===== config.mk =====
export PLATFORM = sky130hd
export DESIGN_NAME = iqdc_ram
export DESIGN_NICKNAME = d
export VERILOG_FILES = /design/src/hdl/iq_dc_offset_estimate_remove_macros.svh /design/src/hdl/iqdc_ram.sv
export SDC_FILE = /design/constraint.sdc
export NUM_CORES = 1
export LEC_CHECK = 0
export ABC_CLOCK_PERIOD_IN_PS = 900
export BUFFER_PORTS_ARGS = -buffer_cell sky130_fd_sc_hd__buf_2
export CAP_MARGIN = 20
export CORE_UTILIZATION = 46
export CTS_BUF_LIST = sky130_fd_sc_hd__clkbuf_4
export DETAILED_ROUTE_END_ITERATION = 10
export GPL_TIMING_DRIVEN = 0
export PLACE_DENSITY = 0.79
export SKIP_LAST_GASP = 1
export SYNTH_ARGS = -nofsm -noshare
export SYNTH_HDL_FRONTEND = slang
export SYNTH_SLANG_ARGS = --single-unit
export TNS_END_PERCENT = 30

===== constraint.sdc =====
create_clock -name clk -period 0.9 [get_ports clk]
set_input_delay 0.09 -clock clk [delete_from_list [all_inputs] [get_ports clk]]
set_output_delay 0.09 -clock clk [all_outputs]
set_load 0.02 [all_outputs]

===== src/hdl/iq_dc_offset_estimate_remove_macros.svh =====
// ----------------------------------------------------------------------------
// IQ DC offset remover assertion macros
// Shared concurrent assertion forms, clocked on clk, disabled in reset.
// ----------------------------------------------------------------------------
`ifndef IQ_DC_OFFSET_ESTIMATE_REMOVE_MACROS_SVH
`define IQ_DC_OFFSET_ESTIMATE_REMOVE_MACROS_SVH

// consequence holds in the same cycle as the antecedent
`define IQDC_ASSERT_HOLD(lbl, ante, cons, msg) \
	lbl: assert property (@(posedge clk) disable iff (!arst_n) (ante) |-> (cons)) \
		else $error(msg);

// consequence holds in the cycle after the antecedent
`define IQDC_ASSERT_NEXT(lbl, ante, cons, msg) \
	lbl: assert property (@(posedge clk) disable iff (!arst_n) (ante) |=> (cons)) \
		else $error(msg);

`endif


===== src/hdl/iqdc_ram.sv =====
// ----------------------------------------------------------------------------
// IQ DC offset remover generic RAM
// One write port, one read port with registered read data.
// ----------------------------------------------------------------------------
`default_nettype none

module iqdc_ram #(
	parameter int WIDTH = 8,
	parameter int DEPTH = 2
) (
	input  logic                     clk,
	input  logic                     we,
	input  logic [$clog2(DEPTH)-1:0] waddr,
	input  logic [WIDTH-1:0]         wdata,
	input  logic [$clog2(DEPTH)-1:0] raddr,
	output logic [WIDTH-1:0]         rdata
);

	logic [WIDTH-1:0] mem_q [DEPTH];

	always_ff @(posedge clk) begin
		if (we) begin
			mem_q[waddr] <= wdata;
		end
		rdata <= mem_q[raddr];
	end

endmodule

`default_nettype wire


==> out/summary.txt, run 1 <==
Status - finished, final reports clean
Reg-to-Reg Start - mem_q[0][5]
Fin nets - 78
Synthesized Nets - 47
Post-Synthesis Cells - 35
Met1 WL - 413 µm
Peak supply drop - 1250 µV
RSZ-0062 raised after global routing - false
Leak - 0.413 nW
Fillers - 118
WL final - 902 µm
Layout cells sized above 1 - 46.9%
Fin. Hold Viols - 0
Syn. warnings - 0
Setup-failing EPs final - 0
Clock tree buffer depth - 2
RR Endpoint - rdata[5]
Tot GR Track Use - 11.3%
Die area - 1870 µm²
Worst min path class - input pin to register
Fin crit share - 95.8%
Most frequent cells in the layout - buf_2, edfxtp_1, mux2_4, dlygate4sd3_1, dfxtp_1
Worst slew margin - 55.8%
TritonCTS clock tree - yes
CP startpoint kind - register
Largest net degree at the start of global routing - 13
Overall Power - 1.92 mW
#FFs+latches synth - 24
Synth Area per Inst - 22.4 µm²
Die H - 43.3 µm
Hold Path Stages - 2
Register area share after synthesis - 81.7%
Top layer in use - met4
Area leader, netlist - edfxtp_1
Total gr overflow - 0
Num CTS Buffers - 3
DR iter-0 viols - 0
Top cell type's share of synthesized area - 61.2%
Synth area leaders - edfxtp_1, dfxtp_1, mux2_4, buf_6, and2_1
Diodes inserted - 0
Vias post-DR - 373
DR WL met3 - 77 µm
Io pins - 20
Core area - 1540 µm²
First-pass GRT wire length - 1.41 mm
Crit path max-delay cell type - dfxtp_1
Worst Path Arrival - 0.77 ns
Buffer and inverter count on the worst path - 1
Unique masters post-synth - 6
Critical path fanouts, max - 1
Worst hold path endpoint - rdata[3]
Area Overhead vs Synth - 27.4%
Max Slew Vio Count - 0
Worst R2R Setup Slack - 0.14 ns
CTS sink cnt - 24
Type of the worst setup path - register to output pin
Max cap viols - 0
I/O Buffers - 18
Cell area after synthesis - 785 µm²
CTS H-tree lvls - 1
Max Clk Rate - 1.16 GHz
Setup Skew - 0.00565 ns
Crit path max-delay family - flip-flops
Initial core utilization - 50.9%
Most common cell after layout, fill and taps aside - buf_2
Post-route DRC - 0
Die Span X - 43.3 µm
Hold_sp - raddr
Via density - 4.66
Worst hold slack - 0.100 ns
Root buffer cell - clkbuf_4
Router iterations before antenna repair - 1
Slowest cell delay on critical path - 0.32 ns
Antenna Nets Post-Route - 0
Pwr per Cell Area - 1920 nW/µm²
Worst-path clk slew - 0.11 ns
Rows - 14
Element type at the critical path end - output pin
Met2 wire len - 393 µm
Worst-Skew Late Latency - 0.30 ns
Avg WL per Cell - 11.3 µm
Critical Path, Cell by Cell - buf_2
Min cycle time layout - 0.862 ns
Final core occ - 64.9%
Worst-margin pin slew - 0.662 ns
Initial antenna violation count - 0
GP Congestion - 0.641
Number of global-route vias before repair - 342
CP required - 0.81 ns
FF-to-FF path depth - 1
metal layers:
| layer | global-route usage [%] | up-vias |
|---|---|---|
| li1 | - | 190 |
| met1 | 12.1 | 161 |
| met2 | 18.8 | 20 |
| met3 | 2.55 | 2 |
| met4 | 9.09 | 0 |
| met5 | 0 | - |
cell type report:
cell class | count | area [µm²] | share of cell area (%)
Sequential cell | 24 | 641 | 64.1
Clock buffer | 3 | 22.5 | 2.25
Buffer | 1 | 11.3 | 1.13
Timing Repair Buffer | 26 | 173 | 17.3
Tap cell | 16 | 20.0 | 2.00
Multi-Input combinational cell | 10 | 133 | 13.3
worst max-delay path by stage:
| stage | to | slack [ns] | startpoint | depth (start not counted) |
|---|---|---|---|---|
| 2_1_floorplan | mem_q[0][0] | 0.02 | we | 1 |
| 3_3_place_gp | mem_q[0][0] | -0.22 | waddr | 2 |
| 3_5_place_dp | mem_q[0][5] | -0.22 | waddr | 2 |
| 4_1_cts | rdata[1] | 0.02 | rdata[1] | 1 |
| 5_1_grt | rdata[0] | 0.005 | rdata[0] | 1 |
| 6_report | rdata[7] | 0.04 | rdata[7] | 1 |
timing repair:
action,in CTS,in global routing
gates resized for setup,0,1
endpoints found under the setup margin,0,1
setup buffers,0,0
endpoints found under the hold margin,16,0
hold buffers,8,0
report_power, final:
| part | internal [mW] | total [mW] | switching (mW) |
|---|---|---|---|
| logic | 0.116 | 0.212 | 0.0960 |
| registers | 1.26 | 1.28 | 0.0173 |
| clock network | 0.156 | 0.431 | 0.274 |
| total | 1.53 | 1.92 | 0.388 |
Yosys cell counts:
master / n
buf_6: 1
edfxtp_1: 16
mux2_4: 8
dfxtp_1: 8
nor2b_1: 1
and2_1: 1
sequential cells by signal, indices dropped and copies added, names as in the netlist:
name / cells
mem_q: 16
rdata: 8
kinds of logic after synthesis:
logic type    share of synthesized area (%)
buf+inv                                1.44
flops                                  81.7
simple gates                           1.60
mux                                    15.3
through the flow:
step	std cells	setup slack (ns)	area, µm²	setup TNS [ns]
2_1_floorplan	35	0.0166	785	0
3_3_place_gp	69	-0.217	895	-1.74
3_5_place_dp	69	-0.216	895	-1.73
4_1_cts	80	0.0188	997	0
5_1_grt	80	0.00474	1000	0
6_report	80	0.0379	1000	0
(Power assumes the default switching activity.)
==> inputs of run 2 (changes only) <==
Settings changed: RECOVER_POWER set to 25, REMOVE_ABC_BUFFERS set to 1.
==> out/summary.txt, run 2 (synthesis gave the netlist of run 1 again) <==
Crit path max-delay cell type - dfxtp_1
Setup Fix Bufs, Post-CTS - 0
Type of the worst setup path - register to output pin
DP Area - 888 µm²
Internal power - 1.54 mW
FF/Latch Area - 641 µm²
Peak supply drop - 1260 µV
WL final - 965 µm
Initial antenna violation count - 0
CP startpoint kind - register
Multi-input logic area - 133 µm²
Overall Power - 1.94 mW
Max FFs per register - 16
Router iterations before antenna repair - 4
Via density - 4.65
Avg WL per Cell - 11.9 µm
CTS H-tree lvls - 1
Min cycle time layout - 0.866 ns
Die H - 43.3 µm
Initial core utilization - 50.9%
TritonCTS clock tree - yes
Sw Share - 20.5%
Most common cell after layout, fill and taps aside - edfxtp_1
Rows - 14
Switching Power - 0.398 mW
CTS sink cnt - 24
GP Congestion - 0.612
Pwr per Cell Area - 1930 nW/µm²
Crit path max-delay family - flip-flops
Biggest regs - mem_q x16, rdata x8
Worst min path class - input pin to register
Total gr overflow - 0
Root buffer cell - clkbuf_4
Status - finished, final reports clean
Logic pwr share - 11.1%
Design area - 1000 µm²
Core area - 1540 µm²
Clock tree buffer depth - 2
Max cap viols - 0
Leak - 0.414 nW
CP required - 0.81 ns
Area Overhead vs Synth - 27.8%
Fin nets - 78
Layout cells sized above 1 - 46.2%
Tot GR Track Use - 11.3%
I/O Buffers - 19
Buffer and inverter count on the worst path - 1
Critical Path, Cell by Cell - buf_2
RSZ-0062 raised after global routing - true
Setup-failing EPs final - 0
Element type at the critical path end - output pin
Diodes inserted - 0
Share of power burned in registers - 66.1%
Die area - 1870 µm²
Worst-Skew Late Latency - 0.30 ns
Critical path fanouts, max - 1
Final core occ - 65.0%
Slowest cell delay on critical path - 0.32 ns
Fin. Hold Viols - 0
Worst-margin pin slew - 0.664 ns
Most frequent cells in the layout - edfxtp_1, buf_2, mux2_4, dlygate4sd3_1, dfxtp_1
Post-route DRC - 0
Io pins - 20
DR iter-0 viols - 7
Max Clk Rate - 1.15 GHz
Antenna Nets Post-Route - 0
Max Slew Vio Count - 0
Number of global-route vias before repair - 368
Die Span X - 43.3 µm
Clock share of power - 22.8%
Largest net degree at the start of global routing - 14
Fillers - 114
Worst Path Arrival - 0.78 ns
Setup Skew - 0.00816 ns
First-pass GRT wire length - 1.46 mm
Top reg by flops - mem_q
Num CTS Buffers - 3
Vias post-DR - 377
Fin crit share - 96.2%
Worst-path clk slew - 0.12 ns
Worst slew margin - 55.7%
run 2: final cells by class:
| type | instances | area share [%] |
|---|---|---|
| tap | 16 | 2.00 |
| clock buffer | 3 | 2.25 |
| multi-input combinational | 10 | 13.2 |
| timing repair buffer | 27 | 18.2 |
| clock inverter | 1 | 0.375 |
| sequential | 24 | 63.9 |
run 2: power groups by stage:
stage,combinational (mW),sequential [mW],clock [mW]
5_1_grt,0.226,1.29,0.500
4_1_cts,0.209,1.28,0.452
3_5_place_dp,0.183,1.31,0
6_report,0.215,1.28,0.442
2_1_floorplan,0.0643,1.35,0
3_3_place_gp,0.180,1.30,0
run 2: worst paths after layout:
path,from,endpoint,slack [ns],cells after the start
max,rdata[4],rdata[4],0.03,1
min,waddr,mem_q[0][4],0.21,2
max reg2reg,mem_q[0][1],rdata[1],0.14,1
min reg2reg,mem_q[0][0],rdata[0],0.48,1
run 2: timing repair:
| item | in CTS | in global routing |
|---|---|---|
| endpoints found under the hold margin | 16 | 0 |
| endpoints found under the setup margin | 0 | 6 |
| hold buffers | 8 | 0 |
| resized for setup | 0 | 3 |
run 2: through the flow:
stage / setup WS (ns) / hold slack, ns / instances / setup TNS (ns)
finish: 0.0339 / 0.206 / 81 / 0
global route: -0.0106 / 0.202 / 81 / -0.0288
CTS: 0.0194 / 0.212 / 81 / 0
detailed placement: -0.227 / 0.281 / 69 / -1.82
global placement: -0.203 / 0.279 / 69 / -1.62
floorplan: 0.0166 / 0.189 / 34 / 0
run 2: metal layers:
layer  wire [µm]  track usage [%]
met1         401             11.6
met2         479             20.0
met3          69             3.83
met4          15             5.45
met5           0                0
