$ cat config.mk
export PLATFORM = sky130hd
export DESIGN_NAME = iqdc_front
export DESIGN_NICKNAME = d
export VERILOG_FILES = /design/src/hdl/iqdc_pkg.sv /design/src/hdl/iqdc_front.sv
export VERILOG_INCLUDE_DIRS = /design/src /design/src/hdl
export SDC_FILE = /design/constraint.sdc
export NUM_CORES = 1
export LEC_CHECK = 0
export ABC_AREA = 1
export ABC_CLOCK_PERIOD_IN_PS = 2260
export CORE_ASPECT_RATIO = 1.25
export CORE_MARGIN = 2
export CORE_UTILIZATION = 50
export DETAILED_ROUTE_END_ITERATION = 6
export DONT_BUFFER_PORTS = 1
export GPL_TIMING_DRIVEN = 0
export PLACE_DENSITY_LB_ADDON = 0.12
export SETUP_SLACK_MARGIN = 0.3
export SYNTH_ARGS = -nofsm -noshare
export SYNTH_HDL_FRONTEND = slang
export SYNTH_SLANG_ARGS = --single-unit
export TNS_END_PERCENT = 50
$ cat constraint.sdc
create_clock -name clk -period 2.26 [get_ports clk]
set_input_delay 0.678 -clock clk [delete_from_list [all_inputs] [get_ports clk]]
set_output_delay 0.678 -clock clk [all_outputs]
set_load 0.005 [all_outputs]
$ cat src/hdl/iq_dc_offset_estimate_remove_macros.svh
// ----------------------------------------------------------------------------
// IQ DC offset remover assertion macros
// Shared concurrent assertion forms, clocked on clk, disabled in reset.
// ----------------------------------------------------------------------------
`ifndef IQ_DC_OFFSET_ESTIMATE_REMOVE_MACROS_SVH
`define IQ_DC_OFFSET_ESTIMATE_REMOVE_MACROS_SVH

// consequence holds in the same cycle as the antecedent
`define IQDC_ASSERT_HOLD(lbl, ante, cons, msg) \
	lbl: assert property (@(posedge clk) disable iff (!arst_n) (ante) |-> (cons)) \
		else $error(msg);

// consequence holds in the cycle after the antecedent
`define IQDC_ASSERT_NEXT(lbl, ante, cons, msg) \
	lbl: assert property (@(posedge clk) disable iff (!arst_n) (ante) |=> (cons)) \
		else $error(msg);

`endif

$ cat src/hdl/iqdc_pkg.sv
// ----------------------------------------------------------------------------
// IQ DC offset remover package
// Sizes, request types, back end states and the sample wrap helper.
// ----------------------------------------------------------------------------
`default_nettype none

package iqdc_pkg;

	localparam int LANES      = 8;
	localparam int LANE_W     = $clog2(LANES);
	localparam int SAMPLE_W   = 16;
	localparam int GROUP_W    = LANES * SAMPLE_W;
	localparam int MAX_GROUPS = 64;
	localparam int ADDR_W     = (MAX_GROUPS > 1) ? $clog2(MAX_GROUPS) : 1;
	localparam int FILL_W     = $clog2(MAX_GROUPS + 1);
	localparam int SUM_W      = SAMPLE_W + FILL_W;
	localparam int WEIGHT_W   = 17;
	localparam int FRAC_W     = 16;
	localparam int P2_W       = SAMPLE_W + WEIGHT_W + 1;
	localparam int NUM_W      = SUM_W + WEIGHT_W + 1;
	localparam int QUO_W      = NUM_W - FRAC_W;
	localparam int STEP_W     = $clog2(QUO_W);
	localparam int CMD_DEPTH  = 2;
	localparam int CFG_IDX_W  = 2;

	localparam logic [WEIGHT_W-1:0] WEIGHT_ONE   = WEIGHT_W'(65536);
	localparam logic [WEIGHT_W-1:0] WEIGHT_RESET = WEIGHT_W'(6554);

	localparam logic [CFG_IDX_W-1:0] REG_ENABLE = CFG_IDX_W'(0);
	localparam logic [CFG_IDX_W-1:0] REG_FORMAT = CFG_IDX_W'(1);
	localparam logic [CFG_IDX_W-1:0] REG_WEIGHT = CFG_IDX_W'(2);

	typedef logic signed [SUM_W-1:0]    sum_t;
	typedef logic signed [SAMPLE_W-1:0] sample_t;

	// one finished packet handed from the front to the back
	typedef struct packed {
		logic [FILL_W-1:0]   count;
		logic                recal;
		logic [WEIGHT_W-1:0] weight;
	} cmd_t;

	typedef enum logic [2:0] {
		B_IDLE,
		B_MUL1,
		B_MUL2,
		B_ADD,
		B_SCALE,
		B_DIV,
		B_FIX,
		B_EMIT
	} back_state_t;

	// fmt 1: 16-bit sample; fmt 0: low byte sign-extended
	function automatic sample_t wrap_sample(input logic [SAMPLE_W-1:0] v, input logic fmt);
		sample_t r;
		r = fmt ? sample_t'(v) : sample_t'({{(SAMPLE_W-8){v[7]}}, v[7:0]});
		return r;
	endfunction

endpackage

`default_nettype wire

$ cat src/hdl/iqdc_front.sv
// ----------------------------------------------------------------------------
// IQ DC offset remover front end
// Accepts groups, buffers them, sums each lane and issues a packet request.
// ----------------------------------------------------------------------------
`default_nettype none
`include "iq_dc_offset_estimate_remove_macros.svh"

module iqdc_front import iqdc_pkg::*; (
	input  logic                clk,
	input  logic                arst_n,
	input  logic                fmt,
	input  logic                enable,
	input  logic [WEIGHT_W-1:0] weight,
	input  logic                in_valid,
	output logic                in_stall,
	input  logic [GROUP_W-1:0]  group,
	input  logic                packet_end,
	input  logic                first_packet,
	input  logic [3:0]          packet_count,
	output logic                ram_we,
	output logic [ADDR_W-1:0]   ram_waddr,
	output logic [GROUP_W-1:0]  ram_wdata,
	output logic                push,
	output cmd_t                push_cmd,
	input  logic                q_full,
	input  logic                release_buf,
	output sum_t                sums [LANES]
);

	logic              busy_q;
	logic [FILL_W-1:0] fill_q;
	sum_t              sums_q [LANES];
	logic              accept;
	logic              room;

	assign in_stall  = busy_q || q_full;
	assign accept    = in_valid && !in_stall;
	assign room      = (fill_q < FILL_W'(MAX_GROUPS));
	assign ram_we    = accept && room;
	assign ram_waddr = fill_q[ADDR_W-1:0];
	assign ram_wdata = group;
	assign push      = accept && packet_end;
	assign sums      = sums_q;

	always_comb begin
		push_cmd.count  = fill_q + FILL_W'(ram_we);
		push_cmd.recal  = enable && (first_packet || (packet_count == 4'd0));
		push_cmd.weight = first_packet ? WEIGHT_ONE :
			((weight > WEIGHT_ONE) ? WEIGHT_ONE : weight);
	end

	always_ff @(posedge clk or negedge arst_n) begin
		if (!arst_n) begin
			busy_q <= 1'b0;
			fill_q <= '0;
			for (int j = 0; j < LANES; j++) sums_q[j] <= '0;
		end else if (release_buf) begin
			busy_q <= 1'b0;
			fill_q <= '0;
			for (int j = 0; j < LANES; j++) sums_q[j] <= '0;
		end else begin
			if (ram_we) begin
				fill_q <= fill_q + FILL_W'(1);
				for (int j = 0; j < LANES; j++) begin
					sums_q[j] <= sums_q[j] +
						SUM_W'(wrap_sample(group[j*SAMPLE_W +: SAMPLE_W], fmt));
				end
			end
			// hold the buffer until the back end has read it out
			if (push) begin
				busy_q <= 1'b1;
			end
		end
	end

	`IQDC_ASSERT_HOLD(a_fill_bound, 1'b1, fill_q <= FILL_W'(MAX_GROUPS), "fill beyond capacity")
	`IQDC_ASSERT_HOLD(a_no_write_busy, busy_q, !ram_we, "buffer written while owned by back end")

endmodule

`default_nettype wire

==> impl_metrics.py <==
metrics = {
    "logic_synthesis": {
        "syn-num-nets": 4004,
        "synth_cell_types": 34,
        "ys_seq_area_share_pct": 22.42,
        "synth_ff_type": "dfrtp_1",
        "synthCells": 3659,
        "yosysTopAreaCell": "nand2_1",
        "async_flop_share_pct": 100.0,
        "yosys-top-cells-area": "nand2_1, dfrtp_1, ha_1",
        "yosys_register_bits": 192,
        "post-synth-top-count-cell": "nand2_1",
        "yosysTopAreaCellShare_pct": 28.08,
        "synth_common_cells": "nand2_1, inv_1, nor2_1",
        "syn-cell-area_um2": 21430,
        "yosysWarnings": 0,
        "synth_area_per_cell_um2": 5.856,
        "synth_enable_flop_cells": 0,
    },
    "layout": {
        "final_cells": 4360,
        "area_growth_pct": 35.61,
        "finalInstanceArea_um2": 29060,
        "fin_util_pct": 68.94,
        "nNetsFinal": 4137,
        "antenna_cells": 0,
        "drive_gt1_share_pct": 33.83,
    },
    "timing": {
        "drv_slew": 0,
        "setup_viol_count_final": 7,
        "holdWs_ns": -0.1165,
        "finalSetupTns_ns": -1.783,
        "min_period_ns": 2.686,
        "worst_pin_slew_ns": 0.5420,
        "fin_ws_ns": -0.4258,
        "fmax_ghz": 0.3723,
        "finClkSkew_ns": 0.008246,
        "rsz0062_at_grt": "true",
        "relSlewSlack_pct": 63.87,
        "finalHoldViolations": 192,
        "final.period_utilization_pct": 118.8,
    },
    "clock_tree": {
        "htreeDepth": 4,
        "cts_tree": "yes",
        "cts-root-buf": "clkbuf_16",
        "clk_path_buf_depth": 2,
        "clk-insertion-delay-late_ns": 0.48,
        "cts_buffers": 17,
        "clk_pin_slew_ns": 0.07,
        "cts.sinks": 192,
    },
    "drt": {
        "ant_nets": 0,
        "vias": 23410,
        "drc_errors": 0,
        "dr.pass1.iters": 6,
        "drt_iter0_markers": 1336,
        "wl_per_cell_um": 18.82,
        "via_per_inst": 5.369,
        "wl_mm": 82.05,
    },
    "global_routing": {
        "grt_usage_pct": 34.66,
        "antenna_found_initial": 0,
        "grt_overflow": 0,
        "grt_max_degree": 193,
        "grt_pass1_wl_mm": 120.5,
        "grt_pass1_vias": 21850,
    },
    "setup_path": {
        "start_kind": "flop",
        "cp_max_fo": 7,
        "cp.arrival_ns": 2.01,
        "critPathCaptureType": "output pin",
        "cp.required_ns": 1.58,
        "path_class": "reg2out",
    },
    "power_and_ir_drop": {
        "p_leak_nw": 15.47,
        "ir_drop_mv": 0.6417,
        "totalPowerFinal_mw": 13.05,
        "power.density_nw_per_um2": 449.0,
    },
    "place": {
        "place_area_um2": 23260,
        "place_congestion": 0.9502,
        "place_inst": 4218,
        "post-place-ws_ns": -1.367,
        "io_buffer_count": 0,
        "hpwl_mm": 60.74,
    },
    "floorplanning": {
        "initial_utilization_pct": 50.84,
        "die_x_um": 189.2,
        "io_pins": 504,
        "core_um2": 42150,
        "dieArea_um2": 44540,
        "fp-row-count": 84,
        "die_h_um": 235.4,
    },
    "flow_run": {
        "maxCapViolations": 0,
    },
    "status": {
        "violations": "hold timing, setup timing",
        "status": "finished with violations",
    },
    "min_path": {
        "hp-class": "in2async",
    },
}
[flip-flops by register name (all words and copies together), names as in the netlist]
| name | cells |
|---|---|
| sums | 184 |
| busy_q | 1 |
| fill_q | 7 |
[critical path, stage by stage, from the launching register on]
cell	delay [ns]
dfrtp_1	0.37
inv_2	0.08
nand3_4	0.15
nor2_8	0.24
ha_4	0.18
ha_4	0.15
nand3_4	0.09
nor2_4	0.12
xor2_2	0.16
[area by class of cell]
class / instances / area (um^2)
Multi-Input combinational cell: 2685 / 18090
Inverter: 600 / 2347
Buffer: 182 / 1543
Sequential cell: 192 / 4811
Clock buffer: 22 / 464.2
Fill cell: 3618 / 13090
Clock inverter: 6 / 62.56
Timing Repair Buffer: 114 / 1040
Tap cell: 559 / 699.4
[path summary, 6_finish.rpt]
kind	from	depth (start not counted)	endpoint	slack, ns
hold reg to reg	sums[76]	2	sums[76]	0.55
max in group asynchronous	arst_n	0	sums[92]	1.95
min in group clk	packet_end	2	busy_q	0.36
setup reg to reg	sums[46]	11	sums[60]	0.27
setup / recovery	busy_q	8	push_cmd[24]	-0.43
hold / removal	arst_n	0	sums[175]	-0.12
[cells in the final DEF, fill, tap and decap left out, types with 30 or more instances in the layout]
master       n
nand3_1    162
nor2_1     136
inv_2       89
dfrtp_1    187
nor2_4     102
a21oi_2     48
nor2_2      40
a21oi_1     81
nand2_4    110
nand3b_1    30
buf_6       34
buf_4      235
nand3_2     64
nand2_2    281
ha_4       122
o21ai_1     62
inv_1      487
ha_1        52
nand2_1   1196
nand4_1     41
[where the power goes]
| group | internal, mW | switching, mW |
|---|---|---|
| clock network | 1.55 | 1.49 |
| registers | 3.66 | 0.427 |
| logic | 2.41 | 3.51 |
| total | 7.62 | 5.43 |
[repair_timing]
item	4_1_cts	5_1_grt
setup buffers	42	69
setup endpoints to repair	149	146
pin swaps	193	370
resized for setup	536	534
endpoints found under the hold margin	192	192
cloned	2	1
[routing by layer]
metal,part of all wire [%],global-route usage (%),vias up
met4,4.8,16.29,0
met1,39,39.92,10930
met5,0,0,-
li1,-,-,11460
met2,50,61.33,833
met3,6.7,6.708,181
[logic make-up after synthesis]
group	Yosys count	synth area share, %
AOI/OAI and AO/OA	262	6.873
xor gates and xnor gates	21	0.8584
adders and majority gates	187	11.20
buffers and inverters	782	17.09
DFF	192	22.42
and+or+nand+nor	2215	41.56
Note: power is estimated with default switching activity, not from simulation.
