File: src/hdl/iq_dc_offset_estimate_remove_macros.svh
// ----------------------------------------------------------------------------
// IQ DC offset remover assertion macros
// Shared concurrent assertion forms, clocked on clk, disabled in reset.
// ----------------------------------------------------------------------------
`ifndef IQ_DC_OFFSET_ESTIMATE_REMOVE_MACROS_SVH
`define IQ_DC_OFFSET_ESTIMATE_REMOVE_MACROS_SVH

// consequence holds in the same cycle as the antecedent
`define IQDC_ASSERT_HOLD(lbl, ante, cons, msg) \
	lbl: assert property (@(posedge clk) disable iff (!arst_n) (ante) |-> (cons)) \
		else $error(msg);

// consequence holds in the cycle after the antecedent
`define IQDC_ASSERT_NEXT(lbl, ante, cons, msg) \
	lbl: assert property (@(posedge clk) disable iff (!arst_n) (ante) |=> (cons)) \
		else $error(msg);

`endif

File: src/hdl/iqdc_pkg.sv
// ----------------------------------------------------------------------------
// IQ DC offset remover package
// Sizes, request types, back end states and the sample wrap helper.
// ----------------------------------------------------------------------------
`default_nettype none

package iqdc_pkg;

	localparam int LANES      = 8;
	localparam int LANE_W     = $clog2(LANES);
	localparam int SAMPLE_W   = 16;
	localparam int GROUP_W    = LANES * SAMPLE_W;
	localparam int MAX_GROUPS = 64;
	localparam int ADDR_W     = (MAX_GROUPS > 1) ? $clog2(MAX_GROUPS) : 1;
	localparam int FILL_W     = $clog2(MAX_GROUPS + 1);
	localparam int SUM_W      = SAMPLE_W + FILL_W;
	localparam int WEIGHT_W   = 17;
	localparam int FRAC_W     = 16;
	localparam int P2_W       = SAMPLE_W + WEIGHT_W + 1;
	localparam int NUM_W      = SUM_W + WEIGHT_W + 1;
	localparam int QUO_W      = NUM_W - FRAC_W;
	localparam int STEP_W     = $clog2(QUO_W);
	localparam int CMD_DEPTH  = 2;
	localparam int CFG_IDX_W  = 2;

	localparam logic [WEIGHT_W-1:0] WEIGHT_ONE   = WEIGHT_W'(65536);
	localparam logic [WEIGHT_W-1:0] WEIGHT_RESET = WEIGHT_W'(6554);

	localparam logic [CFG_IDX_W-1:0] REG_ENABLE = CFG_IDX_W'(0);
	localparam logic [CFG_IDX_W-1:0] REG_FORMAT = CFG_IDX_W'(1);
	localparam logic [CFG_IDX_W-1:0] REG_WEIGHT = CFG_IDX_W'(2);

	typedef logic signed [SUM_W-1:0]    sum_t;
	typedef logic signed [SAMPLE_W-1:0] sample_t;

	// one finished packet handed from the front to the back
	typedef struct packed {
		logic [FILL_W-1:0]   count;
		logic                recal;
		logic [WEIGHT_W-1:0] weight;
	} cmd_t;

	typedef enum logic [2:0] {
		B_IDLE,
		B_MUL1,
		B_MUL2,
		B_ADD,
		B_SCALE,
		B_DIV,
		B_FIX,
		B_EMIT
	} back_state_t;

	// fmt 1: 16-bit sample; fmt 0: low byte sign-extended
	function automatic sample_t wrap_sample(input logic [SAMPLE_W-1:0] v, input logic fmt);
		sample_t r;
		r = fmt ? sample_t'(v) : sample_t'({{(SAMPLE_W-8){v[7]}}, v[7:0]});
		return r;
	endfunction

endpackage

`default_nettype wire

File: src/hdl/iqdc_cmd_fifo.sv
// ----------------------------------------------------------------------------
// IQ DC offset remover request queue
// Short queue of packet requests between the front and the back.
// ----------------------------------------------------------------------------
`default_nettype none

module iqdc_cmd_fifo import iqdc_pkg::*; (
	input  logic clk,
	input  logic arst_n,
	input  logic push,
	input  cmd_t din,
	input  logic pop,
	output cmd_t dout,
	output logic full,
	output logic empty
);

	localparam int PTR_W = (CMD_DEPTH > 1) ? $clog2(CMD_DEPTH) : 1;
	localparam int CNT_W = $clog2(CMD_DEPTH + 1);

	cmd_t             mem_q [CMD_DEPTH];
	logic [PTR_W-1:0] wr_q;
	logic [PTR_W-1:0] rd_q;
	logic [CNT_W-1:0] cnt_q;

	assign full  = (cnt_q == CNT_W'(CMD_DEPTH));
	assign empty = (cnt_q == '0);
	assign dout  = mem_q[rd_q];

	always_ff @(posedge clk) begin
		if (push && !full) begin
			mem_q[wr_q] <= din;
		end
	end

	always_ff @(posedge clk or negedge arst_n) begin
		if (!arst_n) begin
			wr_q  <= '0;
			rd_q  <= '0;
			cnt_q <= '0;
		end else begin
			if (push && !full) begin
				wr_q <= (wr_q == PTR_W'(CMD_DEPTH - 1)) ? '0 : wr_q + PTR_W'(1);
			end
			if (pop && !empty) begin
				rd_q <= (rd_q == PTR_W'(CMD_DEPTH - 1)) ? '0 : rd_q + PTR_W'(1);
			end
			cnt_q <= cnt_q + CNT_W'(push && !full) - CNT_W'(pop && !empty);
		end
	end

endmodule

`default_nettype wire

File: config.mk
export PLATFORM = sky130hd
export DESIGN_NAME = iqdc_cmd_fifo
export DESIGN_NICKNAME = d
export VERILOG_FILES = /design/src/hdl/iq_dc_offset_estimate_remove_macros.svh /design/src/hdl/iqdc_pkg.sv /design/src/hdl/iqdc_cmd_fifo.sv
export SDC_FILE = /design/constraint.sdc
export NUM_CORES = 1
export LEC_CHECK = 0
export ABC_AREA = 1
export BUFFER_PORTS_ARGS = -buffer_cell sky130_fd_sc_hd__buf_2
export CAP_MARGIN = 20
export CORE_MARGIN = 2
export CORE_UTILIZATION = 54
export CTS_BUF_LIST = sky130_fd_sc_hd__clkbuf_4 sky130_fd_sc_hd__clkbuf_8
export DETAILED_ROUTE_END_ITERATION = 8
export PLACE_DENSITY_LB_ADDON = 0.25
export SLEW_MARGIN = 25
export SYNTH_ARGS = -nofsm -noshare
export SYNTH_HDL_FRONTEND = slang
export SYNTH_SLANG_ARGS = --single-unit
File: constraint.sdc
create_clock -name clk -period 2.8 [get_ports clk]
set_input_delay 0.56 -clock clk [delete_from_list [all_inputs] [get_ports clk]]
set_output_delay 0.56 -clock clk [all_outputs]
set_load 0.02 [all_outputs]
==> impl_summary.txt <==
----------------------------------------------------
[Place]
  Count of buffers inserted at the top-level ports ... 55
  Routability cong. ... 0.769
  Dpl hpwl ... 2640 um
  Worst slack, placed ... 0.952 ns

[Min path]
  Type of the worst min-delay path ... in -> async

[Synthesis]
  Post-synthesis sequential element count ... 54
  Largest area contributor in the synthesized netlist ... sky130_fd_sc_hd__edfxtp_1
  Most common library cells after synthesis ... sky130_fd_sc_hd__nand2_1, sky130_fd_sc_hd__edfxtp_1, sky130_fd_sc_hd__inv_1
  Instance count of the mapped netlist ... 164
  Main flop type after synthesis ... sky130_fd_sc_hd__edfxtp_1
  Post-Syn Area per Cell ... 12.8 sq um
  Post-synthesis async set-or-reset flop share ... 7.41%
  Portion of synthesized cell area occupied by the leading cell type ... 71.7%
  Most frequently used cell type in the post-synthesis netlist ... sky130_fd_sc_hd__nand2_1
  Cell types with the largest area share after synthesis ... sky130_fd_sc_hd__edfxtp_1, sky130_fd_sc_hd__nand2_1, sky130_fd_sc_hd__dfrtp_1, sky130_fd_sc_hd__inv_1, sky130_fd_sc_hd__buf_6
  Number of distinct standard cells referenced by the synthesized netlist ... 12
  Share of synthesized area occupied by flip-flops and latches ... 76.5%
  Cell area after synthesis ... 2090 sq um
  Count of synthesis-stage warnings from yosys ... 0
  Net count of the mapped netlist ... 195
  EDFF count, synth ... 50

[Clock tree]
  Worst-Skew Late Latency ... 0.29 ns
  Total clock buffers created by CTS ... 5
  CTS tree ... done
  H-Tree Depth ... 2
  Post-CTS setup buffers ... 0
  CTS root buf ... sky130_fd_sc_hd__clkbuf_8
  Clock slew at the register clock pins of the worst setup and hold paths ... 0.09 ns
  Maximum clock insertion buffer count ... 2
  Number of gates given a new drive strength after cts ... 0
  Post-cts hold buffer count ... 0
  Clock sink total ... 54

[Timing]
  Setup clock skew after layout ... 0.00466 ns
  Worst path setup slack after routing ... 0.792 ns
  Max Transition Viols Final ... 0
  Achievable clock frequency ... 498 MHz
  Final-report setup violation count ... 0
  Worst Hold Slack ... 0.0558 ns
  Final number of hold-violating endpoints ... 0
  Relative slew slack ... 64.6%
  Min Tclk post-route ... 2.01 ns
  Final Cycle Share ... 71.7%
  Sum of negative setup slack ... 0 ns
  Worst Tran Pin Value ... 0.530 ns
  Setup repair after global routing missed its margin ... false

[Final layout]
  Number of antenna repair diodes ... 0
  Fin nets ... 256
  Finished Core Util ... 68.0%
  Fraction of layout instances using a drive strength above 1 ... 32.0%
  Filler cells ... 275
  Signed area change from the synthesized netlist to the final layout ... 19.8%

[Job]
  MaxCap Viol Count ... 0

[Global route]
  Total routing usage reported by global routing ... 19.1%
  Antenna violations before repair ... 0
  Maximum number of pins on one net before global-route repair ... 27
  Gr ovfl total ... 0
  Number of global-route vias before repair ... 1395
  First-pass GRT wire length ... 6110 um

[Setup path]
  Flop-to-flop setup slack ... 1.09 ns
  Type of element launching the critical path ... flip-flop
  Critical path endpoint category ... primary output
  Data arrival at the endpoint of the critical path ... 1.45 ns
  Classification of the worst setup path ... reg -> out
  Reg-to-Reg End ... mem_q[1][7]$_DFFE_PP_
  RR Startpoint ... cnt_q[0]$_DFF_PN0_
  Highest fanout seen on the critical path ... 10
  Beginning of the critical path ... rd_q$_DFFE_PN0P_
  CP required ... 2.24 ns
  Critical Path End ... dout[22]
  Cell depth of the worst flop-to-flop path ... 5

[Route]
  DRC violations left ... 0
  First-pass iteration count of the detailed router ... 4
  Routed Wire Length ... 3730 um
  Routed length per instance ... 13.7 um
  Via count of the routed design ... 1316
  DR vias/cell ... 4.82
  Post-DRT Antenna Nets ... 0
  First-iteration detailed-routing DRC count ... 54

[Power and ir drop]
  Worst supply voltage drop on vdd ... 0.000571 V
  Leakage component of the power ... 0.00115 uW
  Switching part of the total power ... 38.0%
  Final Total Pwr ... 2700 uW
  Clk network pwr share ... 18.1%
  Internal power of the cells ... 1680 uW
  Ratio of total power to cell area ... 1080 nW/um^2
  Combinational fraction of design power ... 38.1%
  Sequential cell fraction of total power ... 43.8%
  Sw power ... 1030 uW

[Die]
  Initial standard-cell utilization of the core ... 56.8%
  Chip width ... 66.3 um
  Overall die area ... 4390 sq um
  Area of the core ... 3690 sq um
  I/O pin cnt ... 56
  Die Height ... 66.3 um
  Row cnt ... 22

[Run status]
  Result of the run ... finished clean

----------------------------------------------------
==> power by group through the flow <==
stage | sequential, uW | clock [uW] | combinational [uW]
finish | 1180 | 488 | 1030
global route | 1200 | 528 | 1150
detailed placement | 1200 | 0 | 1040
floorplan | 1170 | 0 | 774
global placement | 1190 | 0 | 1010
CTS | 1180 | 501 | 1050
==> logic make-up (layout without fill, tap and decap cells) <==
family | Yosys count | after routing | share of synthesized area, %
flops | 54 | 54 | 76.5
fa+ha+maj | 2 | 2 | 1.20
buf+inv | 16 | 77 | 5.02
simple gates | 92 | 92 | 17.3
==> registers in the layout, indices dropped and copies added (netlist names) <==
register,count
mem_q,50
cnt_q,2
rd_q,1
wr_q,1
==> worst max-delay path, cell delays in order (launching register included) <==
cell and delay [ns]:
sky130_fd_sc_hd__dfrtp_1 0.60, sky130_fd_sc_hd__buf_4 0.25, sky130_fd_sc_hd__nand2_1 0.07, sky130_fd_sc_hd__nand2_1 0.07
sky130_fd_sc_hd__buf_2 0.16
==> how the worst min path moves through the flow <==
stage | start | depth (start not counted) | endpoint | slack [ns]
6_report | arst_n | 1 | cnt_q[0]$_DFF_PN0_ | 0.06
5_1_grt | arst_n | 1 | cnt_q[0]$_DFF_PN0_ | 0.04
4_1_cts | arst_n | 1 | cnt_q[0]$_DFF_PN0_ | 0.05
3_5_place_dp | arst_n | 1 | cnt_q[0]$_DFF_PN0_ | 0.37
3_3_place_gp | arst_n | 1 | cnt_q[1]$_DFF_PN0_ | 0.37
2_1_floorplan | arst_n | 0 | cnt_q[0]$_DFF_PN0_ | 0.26
==> stage by stage <==
step,cells,area (sq um)
6_report,273,2510
5_1_grt,273,2510
4_1_cts,273,2510
3_5_place_dp,266,2400
3_3_place_gp,266,2400
2_1_floorplan,164,2090
==> cell type report <==
class / count / area [sq um] / area share, %
Clock inverter: 2 / 33.8 / 1.35
Timing Repair Buffer: 59 / 305 / 12.2
Sequential cell: 54 / 1600 / 63.9
Tap cell: 48 / 60.1 / 2.40
Clock buffer: 5 / 68.8 / 2.74
Multi-Input combinational cell: 94 / 389 / 15.5
Inverter: 11 / 48.8 / 1.95
==> routing by layer <==
metal  up-vias  part of all wire (%)  track usage (%)
met5         -                     0                0
met4         0                   1.5             6.38
met3         8                   4.9             4.60
met2        39                    53             34.9
met1       612                    41             21.7
li1        657                     -                -
==> layout by cell type, fill, tap and decap left out <==
| cell | count |
|---|---|
| sky130_fd_sc_hd__buf_2 | 55 |
| sky130_fd_sc_hd__nand2_2 | 5 |
| sky130_fd_sc_hd__inv_1 | 10 |
| sky130_fd_sc_hd__buf_4 | 4 |
| sky130_fd_sc_hd__bufinv_16 | 1 |
| sky130_fd_sc_hd__nand2_1 | 83 |
| sky130_fd_sc_hd__inv_8 | 1 |
| sky130_fd_sc_hd__ha_1 | 2 |
| sky130_fd_sc_hd__clkinv_1 | 1 |
| sky130_fd_sc_hd__clkbuf_8 | 5 |
| sky130_fd_sc_hd__nand3_1 | 3 |
| sky130_fd_sc_hd__edfxtp_1 | 50 |
| sky130_fd_sc_hd__dfrtp_1 | 4 |
| sky130_fd_sc_hd__nor2_2 | 1 |
Note: power is estimated with default switching activity, not from simulation.
