--- src/hdl/iq_dc_offset_estimate_remove_macros.svh ---
// ----------------------------------------------------------------------------
// IQ DC offset remover assertion macros
// Shared concurrent assertion forms, clocked on clk, disabled in reset.
// ----------------------------------------------------------------------------
`ifndef IQ_DC_OFFSET_ESTIMATE_REMOVE_MACROS_SVH
`define IQ_DC_OFFSET_ESTIMATE_REMOVE_MACROS_SVH

// consequence holds in the same cycle as the antecedent
`define IQDC_ASSERT_HOLD(lbl, ante, cons, msg) \
	lbl: assert property (@(posedge clk) disable iff (!arst_n) (ante) |-> (cons)) \
		else $error(msg);

// consequence holds in the cycle after the antecedent
`define IQDC_ASSERT_NEXT(lbl, ante, cons, msg) \
	lbl: assert property (@(posedge clk) disable iff (!arst_n) (ante) |=> (cons)) \
		else $error(msg);

`endif

--- src/hdl/iqdc_pkg.sv ---
// ----------------------------------------------------------------------------
// IQ DC offset remover package
// Sizes, request types, back end states and the sample wrap helper.
// ----------------------------------------------------------------------------
`default_nettype none

package iqdc_pkg;

	localparam int LANES      = 8;
	localparam int LANE_W     = $clog2(LANES);
	localparam int SAMPLE_W   = 16;
	localparam int GROUP_W    = LANES * SAMPLE_W;
	localparam int MAX_GROUPS = 64;
	localparam int ADDR_W     = (MAX_GROUPS > 1) ? $clog2(MAX_GROUPS) : 1;
	localparam int FILL_W     = $clog2(MAX_GROUPS + 1);
	localparam int SUM_W      = SAMPLE_W + FILL_W;
	localparam int WEIGHT_W   = 17;
	localparam int FRAC_W     = 16;
	localparam int P2_W       = SAMPLE_W + WEIGHT_W + 1;
	localparam int NUM_W      = SUM_W + WEIGHT_W + 1;
	localparam int QUO_W      = NUM_W - FRAC_W;
	localparam int STEP_W     = $clog2(QUO_W);
	localparam int CMD_DEPTH  = 2;
	localparam int CFG_IDX_W  = 2;

	localparam logic [WEIGHT_W-1:0] WEIGHT_ONE   = WEIGHT_W'(65536);
	localparam logic [WEIGHT_W-1:0] WEIGHT_RESET = WEIGHT_W'(6554);

	localparam logic [CFG_IDX_W-1:0] REG_ENABLE = CFG_IDX_W'(0);
	localparam logic [CFG_IDX_W-1:0] REG_FORMAT = CFG_IDX_W'(1);
	localparam logic [CFG_IDX_W-1:0] REG_WEIGHT = CFG_IDX_W'(2);

	typedef logic signed [SUM_W-1:0]    sum_t;
	typedef logic signed [SAMPLE_W-1:0] sample_t;

	// one finished packet handed from the front to the back
	typedef struct packed {
		logic [FILL_W-1:0]   count;
		logic                recal;
		logic [WEIGHT_W-1:0] weight;
	} cmd_t;

	typedef enum logic [2:0] {
		B_IDLE,
		B_MUL1,
		B_MUL2,
		B_ADD,
		B_SCALE,
		B_DIV,
		B_FIX,
		B_EMIT
	} back_state_t;

	// fmt 1: 16-bit sample; fmt 0: low byte sign-extended
	function automatic sample_t wrap_sample(input logic [SAMPLE_W-1:0] v, input logic fmt);
		sample_t r;
		r = fmt ? sample_t'(v) : sample_t'({{(SAMPLE_W-8){v[7]}}, v[7:0]});
		return r;
	endfunction

endpackage

`default_nettype wire

--- src/hdl/iqdc_back.sv ---
// ----------------------------------------------------------------------------
// IQ DC offset remover back end
// Recalibrates offsets lane by lane if requested, then streams the corrected packet.
// ----------------------------------------------------------------------------
`default_nettype none
`include "iq_dc_offset_estimate_remove_macros.svh"

module iqdc_back import iqdc_pkg::*; (
	input  logic               clk,
	input  logic               arst_n,
	input  logic               fmt,
	input  logic               enable,
	input  logic               cmd_empty,
	input  cmd_t               cmd,
	output logic               pop,
	input  sum_t               sums [LANES],
	output logic [ADDR_W-1:0]  ram_raddr,
	input  logic [GROUP_W-1:0] ram_rdata,
	output logic               release_buf,
	output logic               out_valid,
	input  logic               out_stall,
	output logic [GROUP_W-1:0] out_group,
	output logic               out_last
);

	back_state_t          state_q;
	back_state_t          state_d;
	logic [FILL_W-1:0]    cnt_q;
	logic [WEIGHT_W-1:0]  w_q;
	logic [LANE_W-1:0]    lane_q;
	logic signed [NUM_W-1:0] p1_q;
	logic signed [P2_W-1:0]  p2_q;
	logic signed [NUM_W-1:0] p3_q;
	logic signed [NUM_W-1:0] num_q;
	logic                 neg_q;
	logic [QUO_W-1:0]     quo_q;
	logic [FILL_W-1:0]    rem_q;
	logic [STEP_W-1:0]    step_q;
	sample_t              offs_q [LANES];
	logic [FILL_W-1:0]    grp_q;
	logic                 all_q;
	logic                 pend_q;
	logic                 last_pend_q;
	logic                 ov_q;
	logic [GROUP_W-1:0]   out_q;
	logic                 olast_q;

	logic                 issue;
	logic                 done;
	logic [FILL_W:0]      trial;
	logic                 ge;
	logic [FILL_W-1:0]    rem_next;
	logic [NUM_W-1:0]     mag;
	logic [QUO_W-1:0]     qs;
	sample_t              off_cur;
	logic [GROUP_W-1:0]   corr;

	// next state
	always_comb begin
		state_d = state_q;
		case (state_q)
			B_IDLE:  if (!cmd_empty) state_d = cmd.recal ? B_MUL1 : B_EMIT;
			B_MUL1:  state_d = B_MUL2;
			B_MUL2:  state_d = B_ADD;
			B_ADD:   state_d = B_SCALE;
			B_SCALE: state_d = B_DIV;
			B_DIV:   if (step_q == STEP_W'(QUO_W - 1)) state_d = B_FIX;
			B_FIX:   state_d = (lane_q == LANE_W'(LANES - 1)) ? B_EMIT : B_MUL1;
			B_EMIT:  if (done) state_d = B_IDLE;
			default: state_d = B_IDLE;
		endcase
	end

	// control outputs
	always_comb begin
		pop   = (state_q == B_IDLE) && !cmd_empty;
		issue = (state_q == B_EMIT) && !all_q && !pend_q && (!ov_q || !out_stall);
		done  = (state_q == B_EMIT) && pend_q && last_pend_q;
	end

	assign release_buf = done;
	assign ram_raddr   = grp_q[ADDR_W-1:0];
	assign out_valid   = ov_q;
	assign out_group   = out_q;
	assign out_last    = olast_q;

	// restoring divide step: one quotient bit a cycle
	always_comb begin
		trial    = {rem_q, quo_q[QUO_W-1]};
		ge       = (trial >= {1'b0, cnt_q});
		rem_next = ge ? FILL_W'(trial - {1'b0, cnt_q}) : trial[FILL_W-1:0];
		mag      = num_q[NUM_W-1] ? NUM_W'(-num_q) : NUM_W'(num_q);
		qs       = neg_q ? QUO_W'(-quo_q) : quo_q;
		off_cur  = wrap_sample(offs_q[lane_q], fmt);
	end

	always_comb begin
		for (int j = 0; j < LANES; j++) begin
			corr[j*SAMPLE_W +: SAMPLE_W] = wrap_sample(
				ram_rdata[j*SAMPLE_W +: SAMPLE_W] - (enable ? offs_q[j] : sample_t'(0)), fmt);
		end
	end

	always_ff @(posedge clk or negedge arst_n) begin
		if (!arst_n) begin
			state_q     <= B_IDLE;
			lane_q      <= '0;
			grp_q       <= '0;
			all_q       <= 1'b0;
			pend_q      <= 1'b0;
			last_pend_q <= 1'b0;
			ov_q        <= 1'b0;
			for (int j = 0; j < LANES; j++) offs_q[j] <= '0;
		end else begin
			state_q <= state_d;
			if (pop) begin
				lane_q <= '0;
				grp_q  <= '0;
				all_q  <= 1'b0;
			end
			if (state_q == B_FIX) begin
				offs_q[lane_q] <= wrap_sample(qs[SAMPLE_W-1:0], fmt);
				lane_q         <= lane_q + LANE_W'(1);
			end
			if (issue) begin
				grp_q       <= grp_q + FILL_W'(1);
				pend_q      <= 1'b1;
				last_pend_q <= (grp_q == cnt_q - FILL_W'(1));
				if (grp_q == cnt_q - FILL_W'(1)) all_q <= 1'b1;
			end else if (pend_q) begin
				pend_q <= 1'b0;
			end
			if (pend_q) begin
				ov_q <= 1'b1;
			end else if (!out_stall) begin
				ov_q <= 1'b0;
			end
		end
	end

	always_ff @(posedge clk) begin
		if (pop) begin
			cnt_q <= cmd.count;
			w_q   <= cmd.weight;
		end
		case (state_q)
			B_MUL1: begin
				p1_q <= NUM_W'(sums[lane_q]) * NUM_W'($signed({1'b0, w_q}));
				p2_q <= P2_W'(off_cur) * P2_W'($signed({1'b0, WEIGHT_ONE - w_q}));
			end
			B_MUL2:  p3_q  <= NUM_W'(p2_q) * NUM_W'($signed({1'b0, cnt_q}));
			B_ADD:   num_q <= p1_q + p3_q;
			B_SCALE: begin
				// truncate toward zero: magnitude shift, sign restored after divide
				neg_q  <= num_q[NUM_W-1];
				quo_q  <= mag[NUM_W-1:FRAC_W];
				rem_q  <= '0;
				step_q <= '0;
			end
			B_DIV: begin
				quo_q  <= {quo_q[QUO_W-2:0], ge};
				rem_q  <= rem_next;
				step_q <= step_q + STEP_W'(1);
			end
			default: ;
		endcase
		if (pend_q) begin
			out_q   <= corr;
			olast_q <= last_pend_q;
		end
	end

	`IQDC_ASSERT_NEXT(a_load_shows, pend_q, ov_q, "read group not presented")
	`IQDC_ASSERT_HOLD(a_div_rem, state_q == B_DIV, rem_q < cnt_q, "divider remainder out of range")

endmodule

`default_nettype wire
--- config.mk ---
export PLATFORM = sky130hd
export DESIGN_NAME = iqdc_back
export DESIGN_NICKNAME = d
export VERILOG_FILES = /design/src/hdl/iqdc_pkg.sv /design/src/hdl/iqdc_back.sv
export VERILOG_INCLUDE_DIRS = /design/src /design/src/hdl
export SDC_FILE = /design/constraint.sdc
export NUM_CORES = 2
export LEC_CHECK = 0
export BUFFER_PORTS_ARGS = -buffer_cell sky130_fd_sc_hd__buf_2
export CORE_MARGIN = 2
export CORE_UTILIZATION = 45
export CTS_BUF_LIST = sky130_fd_sc_hd__clkbuf_2
export DETAILED_ROUTE_END_ITERATION = 10
export HOLD_SLACK_MARGIN = 0.05
export PLACE_DENSITY = 0.67
export SLEW_MARGIN = 20
export SYNTH_ARGS = -nofsm -noshare
export SYNTH_HDL_FRONTEND = slang
export SYNTH_SLANG_ARGS = --single-unit
--- constraint.sdc ---
create_clock -name clk -period 12.3 [get_ports clk]
set_clock_uncertainty 0.15 [all_clocks]
set_input_delay 0 -clock clk [delete_from_list [all_inputs] [get_ports clk]]
set_output_delay 0 -clock clk [all_outputs]
set_load 0.005 [all_outputs]
==> summary.txt <==
Floorplan
  • Chip Height: between 300 and 400 µm
  • Die Wd: 369 µm
  • Std-Cell Rows: between 100 and 150
  • Core area: about 0.13 mm²
  • IO Count: 481
  • Area of the die: ~0.14 mm²
  • Initial Util: roughly 45%

Placed design
  • Setup WS pre-CTS: roughly 2800 ps
  • PortBufs: 480
  • HPWL Detailed: 139000 µm
  • Placed cell count: 8253
  • Placer Congestion: 0.981

Clock tree
  • Clk_lat worst skew: around 1600 ps
  • CTS Sinks: about 500
  • Htree depth: 4
  • CTS Buffer Depth: 3
  • Clk root buf: clkbuf_2
  • TritonCTS clock tree: yes
  • Register clock-pin slew on the reported worst setup and hold paths: 110 ps
  • Num CTS Buffers: 136
  • Post-CTS setup buffers: 0

Routing
  • Routed wire length: between 150000 and 200000 µm
  • DRT Pass-1 Iters: 6
  • # DRC: 0
  • Antenna Nets Post-Route: 0
  • Routed vias: 51000
  • Via density: roughly 5.5
  • DRT iter0 DRCs: between 4000 and 5000
  • Avg WL per Cell: roughly 21 µm

GRT
  • GRT Total Usage: between 20% and 30%
  • Total gr overflow: 0
  • Largest net degree at the start of global routing: 80
  • Initial antenna violation count: 13
  • Number of global-route vias before repair: 53800
  • Global-route wire length before repair: slightly above 300000 µm

Synth
  • Avg Cell Area, Syn: 9.72 µm²
  • Total of warnings raised by yosys: 0
  • Post-Syn Area: 0.0600 mm²
  • Post-Synth Simple-Gate Area: between 10% and 20%
  • Gate Count Post-Synth: slightly above 6000
  • Synth top area cells: fa_1 (26%), edfxtp_1 (17%), ha_1 (10%)
  • Sequential area share after synthesis: 23.4%
  • Dominant cell type by area after synthesis: fa_1
  • Synth Area in Compound Gates: under 10%
  • Mux contribution to synthesized area: 4.79%
  • Area share of fa/ha/maj cells after synthesis: between 30% and 40%
  • Post-synthesis register bit count: 493
  • Ys async rst share: 29.4%
  • Post-synth EDFFs: 348
  • Syn_nets: roughly 8000
  • Yosys top cell area share: between 20% and 30%
  • Post-synthesis xor/xnor area fraction: around 4.6%
  • Main combinational cell family by area after synthesis: adder cells
  • Synth cell types: between 70 and 80
  • Most used DFF post-synth: edfxtp_1

Pwr
  • Switch share: between 40% and 50%
  • PnR Total Power: between 8 and 9 mW
  • Leakage Power: about 34 nW
  • Clock group share of total power: approximately 15%
  • Comb pwr share: between 50% and 60%
  • Power Density: roughly 120 mW/mm²
  • Int Power: about 5 mW
  • Psw: about 3.8 mW
  • Worst VDD drop: approximately 0.00023 V
  • Sequential share of power: between 20 and 30%

STA
  • Unrepaired setup endpoints after global routing: false
  • Final setup violating endpoints: 0
  • Worst-Margin Slew: roughly 1100 ps
  • TNS Setup: 0 ps
  • Max Freq: roughly 0.10 GHz
  • Post-route minimum period: ~9600 ps
  • Max-Slew Margin vs Limit: between 20 and 30%
  • Worst setup margin: ~2700 ps
  • Hold Violations, Final: 0
  • Slew Limit Fails: 0
  • Period utilisation layout: around 78%

Layout
  • Most frequent cells in the layout: inv_1 (1038), fa_1 (778), nand2_1 (734)
  • Final net count: approximately 8900
  • Commonest non-fill, non-tap cell in the layout: inv_1
  • Fraction of layout cells with a size suffix above 1: 13.2%
  • Finished Layout Cells: between 9000 and 10000
  • Area Growth Syn to Fin: 21.1%

Setup path
  • Critical path launch point type: flip-flop
  • CP peak stage delay: between 800 and 900 ps
  • Crit-path most repeated cell: fa_1
  • Critical Path AT: ~11000 ps
  • CP cell instances: or4_1 -> nor4_1 -> nand3b_1 -> xnor2_1 -> nand2_1 -> fa_1 -> fa_1 -> fa_1 -> inv_1 -> fa_1 -> fa_1 -> inv_1 -> fa_1 -> inv_1 -> ha_1 -> a211o_1 -> or4_1 -> a31o_2 -> a31o_2 -> o41ai_1 -> o21bai_1 -> a21oi_1 -> xnor2_1
  • Critical-path top delay cell: xnor2_1
  • Capturing element type of the critical path: flip-flop
  • WP data required: around 13000 ps
  • Peak fanout along the critical path: 26
  • Worst setup path class: flip-flop to flip-flop

Outcome
  • Outcome: complete, no violations

Flow run
  • Max Cap Viol: 0

Worst hold path
  • Tightest Hold Check Type: input port to flip-flop
metal layers:
layer / vias to the layer above / global-route usage (%) / wire length, µm
met3: 646 / 5.54 / 15400
met5: - / 0 / 13
met4: 2 / 13.6 / 9810
met1: 25400 / 35.6 / 74300
met2: 2450 / 47.6 / 92100
li1: 22400 / - / -
per-stage QoR:
stage	utilization, %	hold WS, ps	area (µm²)
finish	54.7	192	72700
CTS	54.6	56.3	72600
detailed placement	48.4	-125	64300
global route	54.7	163	72700
global placement	48.4	-126	64300
floorplan	-	-446	60000
final timing paths:
| kind | from | slack [ps] | endpoint | cells after the start |
|---|---|---|---|---|
| max in group asynchronous | arst_n | 9900 | offs_q[5]$_DFFE_PN0P_ | 7 |
| max | w_q[7]$_DFFE_PP_ | 2680 | p2_q[33]$_DFFE_PP_ | 23 |
| min | ram_rdata[74] | 190 | out_group[74]$_DFFE_PP_ | 6 |
| min in group asynchronous | arst_n | 710 | offs_q[73]$_DFFE_PN0P_ | 6 |
| max reg2reg | w_q[7]$_DFFE_PP_ | 2680 | p2_q[33]$_DFFE_PP_ | 23 |
| min reg2reg | all_q$_DFF_PN0_ | 330 | all_q$_DFF_PN0_ | 2 |
final cells by class:
class,instances,area [µm²]
Tap cell,1768,2210
Clock inverter,42,285
Multi-Input combinational cell,4411,41300
Antenna cell,12,30.0
Sequential cell,493,14100
Inverter,1039,3900
Fill cell,11300,60200
Clock buffer,199,996
Timing Repair Buffer,1244,9930
worst max-delay path: cells and delay by family (launching register included):
family / cells / cell delay (ps)
AO/OA/AOI/OAI: 6 / 1510
XOR/XNOR: 2 / 930
adder cells (fa/ha/maj): 7 / 3350
buffers and inverters: 3 / 140
flip-flops: 1 / 840
AND/OR/NAND/NOR: 5 / 2420
registers in the layout, summed over array words and instances, names as in the netlist:
name and cells:
p2_q 34, step_q 5, p1_q 41, quo_q 25
pend_q 1, last_pend_q 1, p3_q 41, all_q 1
neg_q 1, num_q 41, out_last 1, rem_q 7
w_q 17, out_group 128, cnt_q 7, lane_q 3
out_valid 1, offs_q 128, grp_q 7, state_q 3
cells by family (layout without fill, tap and decap cells):
| logic type | count (synthesis) | in the layout |
|---|---|---|
| other cells | 0 | 12 |
| simple gates | 1833 | 1833 |
| mux | 179 | 179 |
| flops | 493 | 493 |
| compound gates | 826 | 826 |
| buf+inv | 1273 | 2524 |
| fa+ha+maj | 1259 | 1259 |
| xor+xnor | 314 | 314 |
synthesized netlist by cell type, drive strengths merged (11+ instances only):
library cell,number
nand4,18
nor2b,69
mux4,78
mux2,85
or3,35
a21oi,245
nor3,70
a31o,13
o211ai,21
or4,11
dfrtp,145
nand2b,43
mux2i,16
a211o,13
xnor2,205
edfxtp,348
o31ai,17
nand2,735
buf,21
a21boi,18
nand3,63
o21a,27
a31oi,21
inv,1038
clkbuf,213
a211oi,23
xor2,109
ha,481
o21bai,44
nor2,336
fa,778
o21ai,181
and2,371
nor4,17
and3,34
a21o,119
power groups by stage:
stage | clock network, mW | logic (mW) | registers, mW
finish | 1.30 | 5.20 | 2.18
CTS | 1.30 | 5.17 | 2.17
global route | 1.40 | 5.90 | 2.18
detailed placement | 0 | 4.84 | 2.21
global placement | 0 | 4.75 | 2.21
floorplan | 0 | 3.63 | 2.17
what timing repair did:
| action | 4_1_cts | 5_1_grt |
|---|---|---|
| hold endpoints to repair | 382 | 13 |
| hold buffers | 699 | 1 |
| resized for setup | 0 | 0 |
Note: power is estimated with default switching activity, not from simulation.
